[src/rtl/mts_pkg.sv]
// Shared types, constants and keyword tables for the markup token scanner.
package mts_pkg;

	localparam int OFFSET_BITS = 32;
	localparam int LINE_BITS   = 32;
	localparam int KW_COUNT    = 9;
	localparam int KW_MAXLEN   = 13;
	localparam int KW_BITS     = 8 * KW_MAXLEN;

	localparam int QUEUE_DEPTH = 4;
	localparam int QPTR_BITS   = $clog2(QUEUE_DEPTH);

	typedef logic [QPTR_BITS-1:0] qptr_t;
	typedef logic [QPTR_BITS:0]   qcount_t;

	localparam qcount_t QUEUE_ACCEPT_MAX = qcount_t'(QUEUE_DEPTH - 2);

	typedef enum logic [2:0] {
		MODE_NORMAL   = 3'd0,
		MODE_SLASH    = 3'd1,
		MODE_LINECMT  = 3'd2,
		MODE_BLOCKCMT = 3'd3,
		MODE_GEN      = 3'd4,
		MODE_STRING   = 3'd5,
		MODE_IDENT    = 3'd6
	} scan_mode_t;

	typedef enum logic [4:0] {
		TK_EOF        = 5'd0,
		TK_LBRACE     = 5'd1,
		TK_RBRACE     = 5'd2,
		TK_SEMI       = 5'd3,
		TK_SLASH      = 5'd4,
		TK_GENCMT     = 5'd5,
		TK_STRING     = 5'd6,
		TK_IDENT      = 5'd7,
		TK_KW_FIRST   = 5'd8,
		TK_BADCHAR    = 5'd17,
		TK_UNTERM     = 5'd18
	} tok_kind_t;

	localparam logic [7:0] CH_LBRACE = 8'h7B;
	localparam logic [7:0] CH_RBRACE = 8'h7D;
	localparam logic [7:0] CH_SEMI   = 8'h3B;
	localparam logic [7:0] CH_SLASH  = 8'h2F;
	localparam logic [7:0] CH_STAR   = 8'h2A;
	localparam logic [7:0] CH_HASH   = 8'h23;
	localparam logic [7:0] CH_QUOTE  = 8'h22;
	localparam logic [7:0] CH_SPACE  = 8'h20;
	localparam logic [7:0] CH_CR     = 8'h0D;
	localparam logic [7:0] CH_TAB    = 8'h09;
	localparam logic [7:0] CH_LF     = 8'h0A;

	localparam logic [KW_BITS-1:0] KW_TEXT [KW_COUNT] = '{
		KW_BITS'("Template"), KW_BITS'("Custom"), KW_BITS'("Origin"),
		KW_BITS'("Import"), KW_BITS'("Namespace"), KW_BITS'("Configuration"),
		KW_BITS'("text"), KW_BITS'("style"), KW_BITS'("script")
	};
	localparam logic [3:0] KW_LEN [KW_COUNT] = '{
		4'd8, 4'd6, 4'd6, 4'd6, 4'd9, 4'd13, 4'd4, 4'd5, 4'd6
	};

	typedef struct packed {
		tok_kind_t              kind;
		logic [OFFSET_BITS-1:0] start;
		logic [OFFSET_BITS-1:0] length;
		logic [LINE_BITS-1:0]   line;
		logic                   last;
	} token_t;

	function automatic logic is_alpha(input logic [7:0] c);
		return (c >= 8'h61 && c <= 8'h7A) || (c >= 8'h41 && c <= 8'h5A) || c == 8'h5F;
	endfunction

	function automatic logic is_alnum(input logic [7:0] c);
		return is_alpha(c) || (c >= 8'h30 && c <= 8'h39);
	endfunction

	function automatic logic [KW_COUNT-1:0] kw_match(input logic [3:0] idx,
			input logic [7:0] c);
		logic [KW_COUNT-1:0] m;
		int pos;
		m = '0;
		for (int k = 0; k < KW_COUNT; k++) begin
			pos = int'(KW_LEN[k]) - 1 - int'(idx);
			if (pos >= 0)
				m[k] = (KW_TEXT[k][8*pos +: 8] == c);
		end
		return m;
	endfunction

	function automatic tok_kind_t kw_kind(input logic [KW_COUNT-1:0] live,
			input logic [3:0] idx);
		tok_kind_t kind;
		kind = TK_IDENT;
		for (int k = KW_COUNT - 1; k >= 0; k--) begin
			if (live[k] && idx == KW_LEN[k])
				kind = tok_kind_t'(5'(int'(TK_KW_FIRST) + k));
		end
		return kind;
	endfunction

endpackage

[src/rtl/markup_token_scanner.sv]
// Top level of the markup token scanner: input stage, decode core, result queue.
// Order: an accepted byte is held in the input stage and decoded from there; its tokens
// go into the result queue when it has room, the first then on the master side, a second one transfer later.
// Throughput: one byte per cycle while the four-entry result queue has two free slots;
// that space check means a run of two-token bytes, with m_tready held, paces at one token a cycle.
// Reset: arst_n clears the scanner state, input stage and queue at once.
module markup_token_scanner (
	input  logic         clk,
	input  logic         arst_n,
	input  logic         s_tvalid,
	output logic         s_tready,
	input  logic [7:0]   s_tdata,   // [7:0] data_byte
	input  logic         s_tuser,   // [0] end_marker
	output logic         m_tvalid,
	input  logic         m_tready,
	output logic [103:0] m_tdata,   // [4:0] token_kind, [36:5] lexeme_start,
	                                // [68:37] lexeme_length, [100:69] line_number
	output logic         m_tlast    // last_of_run
);

	logic              valid_s1;
	logic [7:0]        byte_s1;
	logic              end_s1;
	logic              advance;
	logic [1:0]        tok_count;
	mts_pkg::token_t   tok0, tok1;
	mts_pkg::token_t   queue_q [mts_pkg::QUEUE_DEPTH];
	mts_pkg::qptr_t    wr_ptr_q, rd_ptr_q;
	mts_pkg::qcount_t  count_q;
	logic              pop;
	mts_pkg::token_t   head;

	assign advance  = valid_s1 && (count_q <= mts_pkg::QUEUE_ACCEPT_MAX);
	assign s_tready = !valid_s1 || advance;
	assign pop      = m_tvalid && m_tready;

	always_ff @(posedge clk or negedge arst_n) begin
		if (!arst_n) begin
			valid_s1 <= 1'b0;
		end else if (s_tready) begin
			valid_s1 <= s_tvalid;
		end
	end

	always_ff @(posedge clk) begin
		if (s_tvalid && s_tready) begin
			byte_s1 <= s_tdata;
			end_s1  <= s_tuser;
		end
	end

	mts_core u_core (
		.clk        (clk),
		.arst_n     (arst_n),
		.advance    (advance),
		.data_byte  (byte_s1),
		.end_marker (end_s1),
		.tok_count  (tok_count),
		.tok0       (tok0),
		.tok1       (tok1)
	);

	always_ff @(posedge clk) begin
		if (advance && tok_count != 2'd0)
			queue_q[wr_ptr_q] <= tok0;
		if (advance && tok_count == 2'd2)
			queue_q[wr_ptr_q + mts_pkg::qptr_t'(1)] <= tok1;
	end

	always_ff @(posedge clk or negedge arst_n) begin
		if (!arst_n) begin
			wr_ptr_q <= '0;
			rd_ptr_q <= '0;
			count_q  <= '0;
		end else begin
			if (advance)
				wr_ptr_q <= wr_ptr_q + mts_pkg::qptr_t'(tok_count);
			if (pop)
				rd_ptr_q <= rd_ptr_q + mts_pkg::qptr_t'(1);
			count_q <= count_q + (advance ? mts_pkg::qcount_t'(tok_count) : '0)
				- mts_pkg::qcount_t'(pop);
		end
	end

	assign head     = queue_q[rd_ptr_q];
	assign m_tvalid = (count_q != '0);
	assign m_tdata  = {3'b000, head.line, head.length, head.start, 5'(head.kind)};
	assign m_tlast  = head.last;

endmodule

[src/rtl/mts_core.sv]
// Scanner state and single-pass token decode for one source byte or end marker.
module mts_core (
	input  logic                clk,
	input  logic                arst_n,
	input  logic                advance,
	input  logic [7:0]          data_byte,
	input  logic                end_marker,
	output logic [1:0]          tok_count,
	output mts_pkg::token_t     tok0,
	output mts_pkg::token_t     tok1
);

	mts_pkg::scan_mode_t                   mode_q, mode_d;
	logic                                  star_q, star_d;
	logic [mts_pkg::OFFSET_BITS-1:0]       pos_q, pos_d;
	logic [mts_pkg::OFFSET_BITS-1:0]       begin_q, begin_d;
	logic [mts_pkg::LINE_BITS-1:0]         line_q, line_d;
	logic [mts_pkg::KW_COUNT-1:0]          live_q, live_d;
	logic [3:0]                            idx_q, idx_d;

	always_ff @(posedge clk or negedge arst_n) begin
		if (!arst_n) begin
			mode_q  <= mts_pkg::MODE_NORMAL;
			star_q  <= 1'b0;
			pos_q   <= '0;
			begin_q <= '0;
			line_q  <= mts_pkg::LINE_BITS'(1);
			live_q  <= '1;
			idx_q   <= '0;
		end else if (advance) begin
			mode_q  <= mode_d;
			star_q  <= star_d;
			pos_q   <= pos_d;
			begin_q <= begin_d;
			line_q  <= line_d;
			live_q  <= live_d;
			idx_q   <= idx_d;
		end
	end

	always_comb begin
		logic [mts_pkg::OFFSET_BITS-1:0] next_pos;
		logic [mts_pkg::LINE_BITS-1:0]   line_inc;
		logic [3:0]                      idx_inc;
		logic                            do_norm;
		logic                            a_vld, b_vld;
		mts_pkg::token_t                 tok_a, tok_b;

		next_pos = (pos_q != '1) ? pos_q + 1'b1 : pos_q;
		line_inc = (line_q != '1) ? line_q + 1'b1 : line_q;
		idx_inc  = (idx_q != 4'hF) ? idx_q + 4'd1 : idx_q;

		mode_d  = mode_q;
		star_d  = star_q;
		pos_d   = pos_q;
		begin_d = begin_q;
		line_d  = line_q;
		live_d  = live_q;
		idx_d   = idx_q;
		do_norm = 1'b0;
		a_vld   = 1'b0;
		b_vld   = 1'b0;
		tok_a   = '{kind: mts_pkg::TK_EOF, start: begin_q, length: '0, line: line_q,
			last: 1'b0};
		tok_b   = '{kind: mts_pkg::TK_EOF, start: pos_q, length: mts_pkg::OFFSET_BITS'(1),
			line: line_q, last: 1'b0};

		if (end_marker) begin
			unique case (mode_q)
				mts_pkg::MODE_SLASH: begin
					a_vld = 1'b1;
					tok_a.kind = mts_pkg::TK_SLASH;
					tok_a.length = mts_pkg::OFFSET_BITS'(1);
				end
				mts_pkg::MODE_GEN: begin
					a_vld = 1'b1;
					tok_a.kind = mts_pkg::TK_GENCMT;
					tok_a.length = pos_q - begin_q;
				end
				mts_pkg::MODE_STRING: begin
					a_vld = 1'b1;
					tok_a.kind = mts_pkg::TK_UNTERM;
					tok_a.length = pos_q - begin_q;
				end
				mts_pkg::MODE_IDENT: begin
					a_vld = 1'b1;
					tok_a.kind = mts_pkg::kw_kind(live_q, idx_q);
					tok_a.length = pos_q - begin_q;
				end
				default: ;
			endcase
			b_vld = 1'b1;
			tok_b.kind = mts_pkg::TK_EOF;
			tok_b.length = '0;
			mode_d  = mts_pkg::MODE_NORMAL;
			star_d  = 1'b0;
			pos_d   = '0;
			begin_d = '0;
			line_d  = mts_pkg::LINE_BITS'(1);
			live_d  = '1;
			idx_d   = '0;
		end else begin
			pos_d = next_pos;
			unique case (mode_q)
				mts_pkg::MODE_SLASH: begin
					if (data_byte == mts_pkg::CH_SLASH) begin
						mode_d = mts_pkg::MODE_LINECMT;
					end else if (data_byte == mts_pkg::CH_STAR) begin
						mode_d = mts_pkg::MODE_BLOCKCMT;
						star_d = 1'b0;
					end else begin
						a_vld = 1'b1;
						tok_a.kind = mts_pkg::TK_SLASH;
						tok_a.length = mts_pkg::OFFSET_BITS'(1);
						do_norm = 1'b1;
					end
				end
				mts_pkg::MODE_LINECMT: begin
					do_norm = (data_byte == mts_pkg::CH_LF);
				end
				mts_pkg::MODE_BLOCKCMT: begin
					if (star_q && data_byte == mts_pkg::CH_SLASH) begin
						mode_d = mts_pkg::MODE_NORMAL;
						star_d = 1'b0;
					end else begin
						if (data_byte == mts_pkg::CH_LF)
							line_d = line_inc;
						star_d = (data_byte == mts_pkg::CH_STAR);
					end
				end
				mts_pkg::MODE_GEN: begin
					if (data_byte == mts_pkg::CH_LF) begin
						a_vld = 1'b1;
						tok_a.kind = mts_pkg::TK_GENCMT;
						tok_a.length = pos_q - begin_q;
						do_norm = 1'b1;
					end
				end
				mts_pkg::MODE_STRING: begin
					if (data_byte == mts_pkg::CH_QUOTE) begin
						a_vld = 1'b1;
						tok_a.kind = mts_pkg::TK_STRING;
						tok_a.length = next_pos - begin_q;
						mode_d = mts_pkg::MODE_NORMAL;
					end else if (data_byte == mts_pkg::CH_LF) begin
						line_d = line_inc;
					end
				end
				mts_pkg::MODE_IDENT: begin
					if (mts_pkg::is_alnum(data_byte)) begin
						live_d = live_q & mts_pkg::kw_match(idx_q, data_byte);
						idx_d  = idx_inc;
					end else begin
						a_vld = 1'b1;
						tok_a.kind = mts_pkg::kw_kind(live_q, idx_q);
						tok_a.length = pos_q - begin_q;
						do_norm = 1'b1;
					end
				end
				default: do_norm = 1'b1;
			endcase

			if (do_norm) begin
				mode_d = mts_pkg::MODE_NORMAL;
				case (data_byte) inside
					mts_pkg::CH_LBRACE: begin
						b_vld = 1'b1;
						tok_b.kind = mts_pkg::TK_LBRACE;
					end
					mts_pkg::CH_RBRACE: begin
						b_vld = 1'b1;
						tok_b.kind = mts_pkg::TK_RBRACE;
					end
					mts_pkg::CH_SEMI: begin
						b_vld = 1'b1;
						tok_b.kind = mts_pkg::TK_SEMI;
					end
					mts_pkg::CH_SLASH: begin
						mode_d = mts_pkg::MODE_SLASH;
						begin_d = pos_q;
					end
					mts_pkg::CH_HASH: begin
						mode_d = mts_pkg::MODE_GEN;
						begin_d = pos_q;
					end
					mts_pkg::CH_QUOTE: begin
						mode_d = mts_pkg::MODE_STRING;
						begin_d = pos_q;
					end
					mts_pkg::CH_SPACE, mts_pkg::CH_CR, mts_pkg::CH_TAB: ;
					mts_pkg::CH_LF: line_d = line_inc;
					default: begin
						if (mts_pkg::is_alpha(data_byte)) begin
							mode_d = mts_pkg::MODE_IDENT;
							begin_d = pos_q;
							live_d = mts_pkg::kw_match(4'd0, data_byte);
							idx_d = 4'd1;
						end else begin
							b_vld = 1'b1;
							tok_b.kind = mts_pkg::TK_BADCHAR;
						end
					end
				endcase
			end
		end

		tok_b.last = b_vld;
		tok_a.last = !b_vld;
		tok_count = 2'(a_vld) + 2'(b_vld);
		tok0 = a_vld ? tok_a : tok_b;
		tok1 = tok_b;
	end

endmodule
[config.mk]
export PLATFORM = sky130hd
export DESIGN_NAME = markup_token_scanner
export DESIGN_NICKNAME = d
export VERILOG_FILES = /design/src/rtl/mts_pkg.sv /design/src/rtl/markup_token_scanner.sv /design/src/rtl/mts_core.sv
export SDC_FILE = /design/constraint.sdc
export NUM_CORES = 1
export LEC_CHECK = 0
export BUFFER_PORTS_ARGS = -buffer_cell sky130_fd_sc_hd__buf_4
export CORE_MARGIN = 4
export CORE_UTILIZATION = 30
export DETAILED_ROUTE_END_ITERATION = 6
export GPL_TIMING_DRIVEN = 0
export PLACE_DENSITY_LB_ADDON = 0.25
export SYNTH_ARGS = -nofsm -noshare
export SYNTH_HDL_FRONTEND = slang
export SYNTH_SLANG_ARGS = --single-unit
[constraint.sdc]
create_clock -name clk -period 7.65 [get_ports clk]
set_input_delay 0.765 -clock clk [delete_from_list [all_inputs] [get_ports clk]]
set_output_delay 0.765 -clock clk [all_outputs]
set_load 0.05 [all_outputs]
-- Yosys cells after proc, flatten, opt, wreduce, memory -nomap -nowiden
Memory sizes are Yosys's and may differ from the RTL's.
Index checks and enable logic that the tools add are counted.
- bits in registers: 130
- bits in writable memories: 408
- input bits: 13
- output and inout bits: 107
- word-level logic and storage cells: 321
- memories kept: 1
- memory list (name ; depth ; bits a word ; read ports ; clocked after memory_dff ; write ports ; line ; RTL):
    queue_q ; 4 ; 102 ; 1 ; 0 ; 2 ; markup_token_scanner.sv:27 ; mts_pkg::token_t queue_q [mts_pkg::QUEUE_DEPTH];
- $add $sub $neg: 17
- $lt $le $gt $ge: 13
- equality and inequality tests: 54
- shift-type cells: 9
- muxes and demuxes: 176
- bitwise operators: 1
- reductions and logical operators: 37
- operators by type and width (cell ; number):
    32-bit two-way mux ; 31
    104-bit by 32-bit indexed part select with 8-bit output (first input constant) ; 9
    32-bit by 1-bit greater-or-equal comparator with 1-bit output (second input constant) ; 6
    32-bit case mux with 2 select lines ; 2
    32-bit case mux with 4 select lines ; 1
    9-bit two-way mux ; 13
    5-bit two-way mux ; 22
    102-bit two-way mux ; 1
    8-bit equality test ; 9
    1-bit two-way mux ; 66
    32-bit by 1-bit adder with 32-bit output (second input constant) ; 2
    32-bit inequality test (second input constant) ; 2
    32-bit subtractor ; 2
    3-bit two-way mux ; 19
    7-bit by 8-bit equality test with 1-bit output (first input constant) ; 7
    4-bit two-way mux ; 14
    8-bit by 6-bit equality test with 1-bit output (second input constant) ; 6
    5-bit case mux with 4 select lines ; 2
    8-bit by 4-bit equality test with 1-bit output (second input constant) ; 3
    8-bit by 7-bit equality test with 1-bit output (second input constant) ; 3
    1-bit logical AND ; 18
    8-bit by 7-bit greater-or-equal comparator with 1-bit output (second input constant) ; 2
    8-bit by 7-bit less-or-equal comparator with 1-bit output (second input constant) ; 2
    5-bit by 2-bit inequality test with 1-bit output (second input constant) ; 3
    40 further kinds ; 62

-- Depth between registers and ports, before layout
- depth after elaboration: 22
- depth in mapped cells: 21
- gate-level depth less buffers: 20

-- Modules after synthesis
From an unflattened synthesis, not the netlist that was laid out.
- cells, all modules: 2890
- area, all modules: 35113.7 µm²
- by module, submodules not included (module ; instances ; cells each ; area an instance (µm²) ; sequential area each (µm²)):
    markup_token_scanner ; 1 ; 1058 ; 21722.1 ; 12722.2
    mts_core ; 1 ; 1832 ; 13391.6 ; 2840.2

-- Worst setup path after synthesis
Ideal clock, no wire load.
- kind: reg2reg
- from: register byte_s1[5]
- to: memory queue_q[1][0] in the netlist's numbering, enable pin
- setup time: 0.457 ns
- arrival: 5.616 ns
- path slack: 1.577 ns
- stages on the path, launching flop included: 19
- period minus slack after synthesis: 6.073 ns
- cells stage by stage: edfxtp_1 > buf_6 > or4_4 > or3_1 > clkbuf_1 > a21oi_1 > o32ai_1 > nor2_1 > nand3b_1 > and2_1 > clkbuf_1 > ha_1 > nand2b_1 > or3_1 > clkbuf_1 > and2_1 > clkbuf_1 > inv_1 > clkbuf_1
- RTL lines (what ; line ; RTL):
    start: declaration ; markup_token_scanner.sv:22 ; logic [7:0] byte_s1;
    start signal: assignment ; markup_token_scanner.sv:47 ; byte_s1 <= s_tdata;
    end: declaration ; markup_token_scanner.sv:27 ;

==> insert_results.sql <==
INSERT INTO impl_metrics (metric_group, metric, value, unit) VALUES
('die', 'top_level_ports', '120', ''),
('global_route', 'grt_most_used_layer', 'met2', ''),
('finish', 'finalCoreUtilization', '34.8', '%'),
('finish', 'final_layout_size_suffix_gt1_share', '11.1', '%'),
('power', 'totalPowerFinal', '13000', 'uW'),
('logic_synthesis', 'synthesized_netlist_cell_count', '3106', ''),
('global_route', 'first_global_vias', '24300', ''),
('place', 'detailed_place.area', '33300', 'sq um'),
('die', 'die_w', '327', 'microns'),
('clock_network', 'cts_made_buffers', '54', ''),
('drt', 'drt-wirelength-per-cell', '22.3', 'microns'),
('die', 'fp.coreArea', '101000', 'sq um'),
('finish', 'nFillCells', '10200', ''),
('logic_synthesis', 'syn_area', '30600', 'sq um'),
('timing', 'timing.slew.headroom', '3.95', '%'),
('global_route', 'grt_remaining_overflow', '0', ''),
('global_route', 'met1_usage', '26.7', '%'),
('finish', 'num_antenna_cells', '0', ''),
('logic_synthesis', 'synth_top_cell_by_area', 'sky130_fd_sc_hd__edfxtp_1', ''),
('timing', 'fin_crit_sh', '84.1', '%'),
('clock_network', 'cts_setup_buffers', '0', ''),
('finish', 'num-nets-final', '3386', ''),
('setup_path', 'critical_path.startpoint_type', 'flip-flop', ''),
('drt', 'post_drt_via_cell_ratio', '5.40', ''),
('logic_synthesis', 'ys_async_sr_fraction', '22.5', '%'),
('logic_synthesis', 'ys_seq_elements', '538', ''),
('run', 'maxCapViolations', '0', ''),
('timing', 'final.setup_skew', '32.3', 'ps'),
('setup_path', 'cp_data_required_time', '8140', 'ps'),
('die', 'dieArea', '107000', 'sq um'),
('timing', 'slew_viol_final', '0', ''),
('timing', 'min_period', '6430', 'ps'),
('power', 'static-leakage-power', '0.0128', 'uW'),
('logic_synthesis', 'yosysSeqAreaShare', '46.6', '%'),
('drt', 'ant_nets', '0', ''),
('setup_path', 'worst_r2r_path_depth', '20', ''),
('drt', 'post_detailed_route_drc_marker_count', '0', ''),
('finish', 'layout.cell_area.non_filler', '35000', 'sq um'),
('global_route', 'number_of_antenna_violations_at_the_first_check_in_global_routing', '2', ''),
('place', 'gp_congestion', '0.926', ''),
('logic_synthesis', 'share_of_yosys_cell_area_claimed_by_the_top_area_cell_type', '28.0', '%'),
('place', 'io_buffers', '116', ''),
('timing', 'max_slew.worst_pin.slew', '1440', 'ps'),
('place', 'place_hpwl', '76500', 'microns'),
('clock_network', 'clkSlewWorstSetupHoldPaths', '70', 'ps'),
('timing', 'setup_viol_count_final', '0', ''),
('clock_network', 'clock_path_buffers', '3', ''),
('logic_synthesis', 'synthMostInstantiatedCell', 'sky130_fd_sc_hd__nand2_1', ''),
('clock_network', 'htreeDepth', '2', ''),
('logic_synthesis', 'yosysWarningCount', '0', ''),
('outcome', 'status', 'completed', ''),
('drt', 'wl', '104000', 'microns'),
('setup_path', 'worstReg2RegStart', 'u_core.pos_q[31]', ''),
('drt', 'dr_total_vias', '25300', ''),
('setup_path', 'worstSetupPathType', 'flip-flop to flip-flop', ''),
('finish', 'synthToLayoutAreaGrowth', '14.6', '%'),
('global_route', 'use_met2', '30.0', '%'),
('min_path', 'min-delay-path-class', 'input port to asynchronous set/reset pin', ''),
('place', 'setup_slack_placement', '1220', 'ps'),
('clock_network', 'cts_sinks', '538', ''),
('logic_synthesis', 'syn-mean-instance-area', '9.84', 'sq um'),
('timing', 'rsz0062_at_grt', 'false', ''),
('timing', 'fmax', '155', 'MHz'),
('setup_path', 'worstPathMaxFanout', '10', ''),
('logic_synthesis', 'yosys_most_used_dff', 'sky130_fd_sc_hd__edfxtp_1', ''),
('global_route', 'grt_use_total', '19.0', '%'),
('setup_path', 'arrival', '6920', 'ps'),
('clock_network', 'cts_resized', '0', ''),
('die', 'start_util', '30.4', '%'),
('power', 'p_per_area', '370', 'nW/um^2'),
('setup_path', 'worstSetupEndpointType', 'flip-flop', '');
[power by group]
group / internal, uW / leakage, uW / total [uW] / switching, uW
logic: 2090 / 0.00640 / 6580 / 4490
clock network: 1490 / 0.000848 / 2690 / 1200
registers: 3510 / 0.00558 / 3680 / 170
total: 7090 / 0.0128 / 13000 / 5860
[worst max-delay path, stage by stage, from the launching register on]
cell and delay (ps):
sky130_fd_sc_hd__dfrtp_1 320, sky130_fd_sc_hd__clkbuf_1 670, sky130_fd_sc_hd__and3_1 300, sky130_fd_sc_hd__nand4_1 380, sky130_fd_sc_hd__nor4b_4 660, sky130_fd_sc_hd__nor2_1 210, sky130_fd_sc_hd__nand2_1 230, sky130_fd_sc_hd__inv_1 120
sky130_fd_sc_hd__and3_1 230, sky130_fd_sc_hd__xor2_1 270, sky130_fd_sc_hd__ha_1 350, sky130_fd_sc_hd__a21oi_1 270, sky130_fd_sc_hd__o21ai_0 190, sky130_fd_sc_hd__a311o_1 400, sky130_fd_sc_hd__or3_1 340, sky130_fd_sc_hd__o211ai_1 290
sky130_fd_sc_hd__nand2b_1 90, sky130_fd_sc_hd__a211oi_1 260, sky130_fd_sc_hd__nor3_1 70, sky130_fd_sc_hd__a21oi_1 440, sky130_fd_sc_hd__o21ai_0 150
[through the flow]
step	hold WS [ps]	cells	TNS (ps)
6_report	67.3	4683	0
5_1_grt	86.1	4683	0
3_5_place_dp	439	4586	0
4_1_cts	65.3	4683	0
3_3_place_gp	432	4581	-409410
2_1_floorplan	420	3108	0
[cell type report]
class	count	area, sq um	area share [%]
Clock inverter	27	293	0.835
Clock buffer	70	1450	4.15
Multi-Input combinational cell	2247	15100	43.1
Sequential cell	538	14200	40.6
Buffer	244	967	2.76
Timing Repair Buffer	121	1000	2.87
Tap cell	1357	1700	4.84
Inverter	79	297	0.846
[placed cells by master, fill, tap and decap left out, types with 13 or more instances in the layout]
cell                        count
sky130_fd_sc_hd__a211oi_1      13
sky130_fd_sc_hd__a21o_1        31
sky130_fd_sc_hd__a21oi_1      135
sky130_fd_sc_hd__a22o_1        53
sky130_fd_sc_hd__a22oi_1       28
sky130_fd_sc_hd__a31oi_1       23
sky130_fd_sc_hd__and2_1       149
sky130_fd_sc_hd__and3_1        23
sky130_fd_sc_hd__buf_1         31
sky130_fd_sc_hd__buf_4        119
sky130_fd_sc_hd__clkbuf_1     205
sky130_fd_sc_hd__clkbuf_16     55
sky130_fd_sc_hd__dfrtp_1      111
sky130_fd_sc_hd__dfxtp_1      132
sky130_fd_sc_hd__edfxtp_1     285
sky130_fd_sc_hd__ha_1          85
sky130_fd_sc_hd__inv_1         77
sky130_fd_sc_hd__mux2i_1       30
sky130_fd_sc_hd__mux4_2       102
sky130_fd_sc_hd__nand2_1      431
sky130_fd_sc_hd__nand2b_1      24
sky130_fd_sc_hd__nand3_1       67
sky130_fd_sc_hd__nand4_1       28
sky130_fd_sc_hd__nor2_1       164
sky130_fd_sc_hd__nor2b_1       19
sky130_fd_sc_hd__nor3_1        61
sky130_fd_sc_hd__o21ai_0      388
sky130_fd_sc_hd__o22ai_1       28
sky130_fd_sc_hd__o31ai_1       14
sky130_fd_sc_hd__or3_1         18
sky130_fd_sc_hd__xnor2_1       73
sky130_fd_sc_hd__xor2_1        41
[state kept, by name, summed over array words and instances (netlist names), 2 cells and up]
register / cells
queue_q: 408
u_core.begin_q: 32
u_core.line_q: 32
u_core.pos_q: 32
u_core.live_q: 9
byte_s1: 8
u_core.idx_q: 4
count_q: 3
u_core.mode_q: 3
rd_ptr_q: 2
wr_ptr_q: 2
[layer usage]
layer  vias up  wire [microns]
li1      11700               -
met1     12500           47800
met2       906           46900
met3       182            5850
met4         2            3870
met5         -              13
[how the worst max path moves through the flow]
stage	start	endpoint	slack, ps	depth (start not counted)
6_report	u_core.pos_q[31]	queue_q[0][59]	1220	20
5_1_grt	u_core.pos_q[31]	queue_q[3][63]	820	20
4_1_cts	u_core.pos_q[31]	queue_q[3][63]	1180	20
3_5_place_dp	u_core.pos_q[31]	queue_q[0][63]	1220	20
3_3_place_gp	byte_s1[4]	queue_q[1][93]	-1480	17
2_1_floorplan	byte_s1[5]	queue_q[1][0]	1580	18
[cell families after synthesis]
kind of cell	count (synthesis)	share of synthesized area, %
AO/OA/AOI/OAI	865	17.5
XOR/XNOR	114	3.27
adder cells (fa/ha/maj)	88	3.68
buffers and inverters	323	4.08
flip-flops	538	46.6
multiplexers	132	8.50
other	1	0.0123
AND/OR/NAND/NOR	1045	16.4
Power figures use the tool's default switching activity.
